==> config.mk <==
export PLATFORM = sky130hd
export DESIGN_NAME = fvn_div_pipe
export DESIGN_NICKNAME = d
export VERILOG_FILES = /design/src/rtl/fvn_pkg.sv /design/src/rtl/fvn_div_pipe.sv
export SDC_FILE = /design/constraint.sdc
export NUM_CORES = 2
export LEC_CHECK = 0
export ABC_AREA = 1
export BUFFER_PORTS_ARGS = -buffer_cell sky130_fd_sc_hd__buf_2
export CORE_MARGIN = 10
export CORE_UTILIZATION = 42
export CTS_CLUSTER_DIAMETER = 100
export DETAILED_ROUTE_END_ITERATION = 10
export SYNTH_ARGS = -nofsm -noshare
export SYNTH_HDL_FRONTEND = slang
export SYNTH_SLANG_ARGS = --single-unit
==> constraint.sdc <==
create_clock -name clock -period 4.1 [get_ports clock]
set_input_delay 1.025 -clock clock [delete_from_list [all_inputs] [get_ports clock]]
set_output_delay 1.025 -clock clock [all_outputs]
set_load 0.05 [all_outputs]
==> src/rtl/fvn_pkg.sv <==
// Shared types and constants of the fractal value noise block.
`default_nettype none

package fvn_pkg;

   // Default number of octave cells in the chain.
   localparam int MAX_OCTAVES_DEF = 8;

   // Field widths of the words on the ports.
   localparam int COORD_W    = 32;
   localparam int NOISE_W    = 16;
   localparam int CSR_IDX_W  = 3;
   localparam int CSR_DATA_W = 32;

   // Internal formats: frequency is unsigned Q32.16, amplitude unsigned Q1.16.
   localparam int FREQ_W = 48;
   localparam int AMP_W  = 17;

   // Quotient bits of the normalizing divide; the magnitude never exceeds 1.0.
   localparam int QUOT_W = 17;
   localparam logic [QUOT_W-1:0] MAG_LIMIT = 17'd32768;

   localparam logic [FREQ_W-1:0] FREQ_ONE = 48'd65536;
   localparam logic [AMP_W-1:0]  AMP_ONE  = 17'd65536;

   // Configuration as seen by the octave cells.
   typedef struct packed {
      logic [31:0] base_seed;
      logic [3:0]  octave_count;
      logic [15:0] lacunarity;
      logic [15:0] gain;
      logic        ridge_mode;
   } cfg_type;

endpackage

`default_nettype wire

==> src/rtl/fvn_div_pipe.sv <==
// Pipelined restoring divider: weighted sum over amplitude sum, one quotient bit per stage.
`default_nettype none

module fvn_div_pipe #(
   parameter int SUM_W  = 36,
   parameter int NORM_W = 20
) (
   input  logic                        clock,
   input  logic                        reset,
   input  logic                        adv,
   input  logic                        in_valid,
   input  logic signed [SUM_W-1:0]     in_sum,
   input  logic [NORM_W-1:0]           in_norm,
   output logic                        out_valid,
   output logic [fvn_pkg::QUOT_W-1:0]  out_quot,
   output logic                        out_neg,
   output logic                        out_zero
);
   import fvn_pkg::*;

   localparam int QB    = QUOT_W;
   localparam int CMP_W = (SUM_W > NORM_W + QB) ? SUM_W : NORM_W + QB;

   logic              valid_ff [QB+1];
   logic              valid_in [QB+1];
   logic [CMP_W-1:0]  rem_ff   [QB+1];
   logic [CMP_W-1:0]  rem_in   [QB+1];
   logic [NORM_W-1:0] norm_ff  [QB+1];
   logic [NORM_W-1:0] norm_in  [QB+1];
   logic [QB-1:0]     q_ff     [QB+1];
   logic [QB-1:0]     q_in     [QB+1];
   logic              neg_ff   [QB+1];
   logic              neg_in   [QB+1];
   logic              zero_ff  [QB+1];
   logic              zero_in  [QB+1];

   logic [SUM_W-1:0] mag;
   logic [CMP_W-1:0] dsh;
   logic             ge;

   always_comb begin
      mag = in_sum[SUM_W-1] ? SUM_W'(-in_sum) : in_sum;
      valid_in[0] = in_valid;
      rem_in[0]   = CMP_W'(mag);
      norm_in[0]  = in_norm;
      q_in[0]     = '0;
      neg_in[0]   = in_sum[SUM_W-1];
      zero_in[0]  = (in_norm == '0);
      dsh = '0;
      ge  = 1'b0;
      // Stage k settles quotient bit QB-k.
      for (int k = 1; k <= QB; k++) begin
         dsh = CMP_W'(norm_ff[k-1]) << (QB - k);
         ge  = rem_ff[k-1] >= dsh;
         valid_in[k] = valid_ff[k-1];
         rem_in[k]   = ge ? rem_ff[k-1] - dsh : rem_ff[k-1];
         norm_in[k]  = norm_ff[k-1];
         q_in[k]     = {q_ff[k-1][QB-2:0], ge};
         neg_in[k]   = neg_ff[k-1];
         zero_in[k]  = zero_ff[k-1];
      end
   end

   always_ff @(posedge clock) begin
      if (reset) begin
         for (int k = 0; k <= QB; k++) begin
            valid_ff[k] <= 1'b0;
         end
      end else if (adv) begin
         for (int k = 0; k <= QB; k++) begin
            valid_ff[k] <= valid_in[k];
         end
      end
      if (adv) begin
         for (int k = 0; k <= QB; k++) begin
            rem_ff[k]  <= rem_in[k];
            norm_ff[k] <= norm_in[k];
            q_ff[k]    <= q_in[k];
            neg_ff[k]  <= neg_in[k];
            zero_ff[k] <= zero_in[k];
         end
      end
   end

   assign out_valid = valid_ff[QB];
   assign out_quot  = q_ff[QB];
   assign out_neg   = neg_ff[QB];
   assign out_zero  = zero_ff[QB];

`ifndef ASSERT_OFF
   a_quot_bounded: assert property (@(posedge clock) disable iff (reset)
      out_valid && !out_zero |-> out_quot <= MAG_LIMIT)
      else $error("normalized magnitude above one");
`endif

endmodule

`default_nettype wire

==> flow_summary.yaml <==
synth:
  synth_top_family_by_area: "simple AND/OR/NAND/NOR gates"
  yosys.area.top_type: "edfxtp_1"
  synth_fa_ha_area_frac: 0.0663
  mappedNetlistArea_um2: 69200
  synth.top_cell.area_share: 0.510
  synthXorXnorAreaFrac: 0.0328
  synth-simple-area-share: 0.244
  synth-seq-area-share: 0.510
  yosys_warnings: 0
  avgSynthCellArea_um2: 8.61
  synth_compound_area_frac: 0.0706
  syn-instance-count: 8036
  ys_top_cells_by_area: "edfxtp_1, nand2_1, inv_1"
  ys_ff_latch: 1175
  synth_mux_area_frac: 0
  synth-edff-count: 1175
  synth_nets: 8453
  synthFlopType: "edfxtp_1"
  async_flop_share: 0
  yosysUniqueCellTypes: 57
clock_tree:
  insertion_delay_ns: 0.80
  htree_levels: 4
  cts_tree: "done"
  cts-root-buf: "clkbuf_16"
  ctsResizeCount: 0
  clkSinkCount: 1175
  cts_inserted_buffers: 137
  clkTransAtPathRegs_ns: 0.06
  hold_buffers: 0
  clockBufferDepth: 3
  post_cts_buffers: 0
setup_path:
  startpoint_type: "register"
  cp-end-kind: "register"
  critPathArrivalTime_ns: 3.67
  setup.worst_path.class: "register to register"
  path_buf_inv: 3
  cp_common_cell: "nand2_1"
  path_cells: "inv_1, ha_1, inv_1, fa_1, nand2_1, nand2_1, and2_1, nand2_1, nand2_2, nand2_1, nand2_1, nand2_1, nand2_2, inv_2, a21oi_1"
  crit_family: "simple AND/OR/NAND/NOR gates"
  worstPathRequired_ns: 4.60
  cp_max_fo: 31
  cp_slowest_cell: "inv_2"
  path_depth: 15
  slowest_delay_ns: 0.53
  r2r-start: "rem_ff[11][5]"
  crit_start: "rem_ff[11][5]"
  r2r_cells: 15
run_status:
  status: "complete, no violations"
global_routing:
  antenna_found_initial: 0
  overflow: 0
  grt_use_total: 0.208
  grt_pass1_vias: 51500
  grt_max_degree: 110
  grt_pass1_wl_um: 298000
route:
  dr_wl_met2_um: 87200
  top_layer: "met4"
  ant_nets: 0
  wl_met1_um: 90500
  drt-total-wl_um: 193000
  wl_met3_um: 11100
  viasPerCell: 5.16
  drtPass1Iterations: 6
  via_count: 54300
  drc: 0
  routedWlPerCell_um: 18.3
  drt_iter0_drc: 4993
sta:
  slew_violations: 0
  period_minus_slack_ns: 3.17
  final.period_utilization: 0.774
  fin_tns_setup_ns: 0
  relSlewSlack: 0.467
  finClkSkew_ns: 0.0316
  hold_violations: 0
  rsz0062_at_grt: "false"
  setup_viol: 0
  max_clock_freq_ghz: 0.315
  worst_pin_slew_ns: 0.794
final_layout:
  antennaDiodeCount: 0
  drive_gt1_frac: 0.0613
  area_growth_pct: 11.4
  layout.nets: 8650
  finalNonFillerCells: 10500
pwr:
  ir_drop_mv: 0.534
  p_per_area_nw_per_um2: 649
  finalPower_uw: 50000
  p_leak_uw: 0.0336
die:
  die-area_um2: 181000
  die_w_um: 426
  core_um2: 163000
  start_util: 0.424
  pin_count: 80
  num_rows: 148
  die_h_um: 426
min_path:
  hold_path.class: "register to register"
  whs_path_depth: 0
  min_from: "q_ff[10][2]"
place:
  portBuffers: 79
  gp_congestion: 0.964
  place_inst: 10300
  hpwlAfterDp_um: 153000
job:
  maxCapViolations: 0
-- logic make-up (layout without fill, tap and decap cells) --
| family | count (synthesis) | in the layout |
|---|---|---|
| AO/OA/AOI/OAI | 893 | 893 |
| XOR/XNOR | 259 | 259 |
| adder cells (fa/ha/maj) | 357 | 357 |
| buffers and inverters | 1337 | 1647 |
| flip-flops | 1175 | 1175 |
| AND/OR/NAND/NOR | 4015 | 4015 |
-- where the power goes --
part           switching [µW]  total, µW  internal (µW)
clock network            5230      12500           7290
registers                1850      18300          16500
logic                   12700      19200           6490
-- Yosys cell counts (21+ instances only) --
library cell  number
a21oi_1          410
nand2_2           28
nand3_1          390
buf_2             27
edfxtp_1        1175
nand2_1         2384
xnor2_1          137
o21ai_0          286
xor2_1           122
o21ai_1           72
nor4_1            35
a21oi_2           23
nor2_1           747
nor2_2            21
nand3b_1          55
nand4_1          171
o21ai_2           43
ha_1             341
inv_1           1248
nor3_1           112
-- final timing paths --
check / to / slack (ns)
worst max-delay path: rem_ff[12][28] / 0.93
worst min-delay path: q_ff[11][3] / 0.40
worst max register to register: rem_ff[12][28] / 0.93
worst min register to register: q_ff[11][3] / 0.40
-- routing by layer --
layer  vias up  track usage
met5         -            0
met4         0       0.0521
met3       240       0.0326
met2      1471        0.332
met1     25500        0.296
li1      27000            -
-- area by class of cell --
class	count	area, µm²
inverters	1264	4740
fillers	15800	86200
clock inverters	97	1190
flip-flops and latches	1175	35300
multi-input cells	5524	28700
repair buffers	131	1010
well taps	2175	2720
clock buffers	155	3500
-- placed cells by master, fill, tap and decap left out, drive strengths merged, types with 16 or more instances in the layout --
cell type     n
nand2      2414
inv        1271
edfxtp     1175
nor2        774
a21oi       436
nand3       401
o21ai       401
ha          341
nand4       173
clkbuf      155
xnor2       137
buf         131
xor2        122
nor3        122
clkinv       66
nand3b       55
nor4         36
o21bai       16
fa           16
bufinv       16
-- state kept, by name, indices dropped and copies added, names as in the netlist --
| register | cells |
|---|---|
| zero_ff | 18 |
| valid_ff | 18 |
| neg_ff | 18 |
| q_ff | 153 |
| rem_ff | 628 |
| norm_ff | 340 |
-- per-stage QoR --
stage / hold slack [ns] / setup WS [ns] / area, µm² / utilization
floorplan: 0.400 / 1.59 / 69200 / -
global placement: 0.400 / 1.01 / 72400 / 0.443
detailed placement: 0.405 / 0.998 / 72400 / 0.443
CTS: 0.341 / 0.956 / 77100 / 0.472
global route: 0.367 / 0.702 / 77100 / 0.472
finish: 0.398 / 0.928 / 77100 / 0.472
Note: power is estimated with default switching activity, not from simulation.
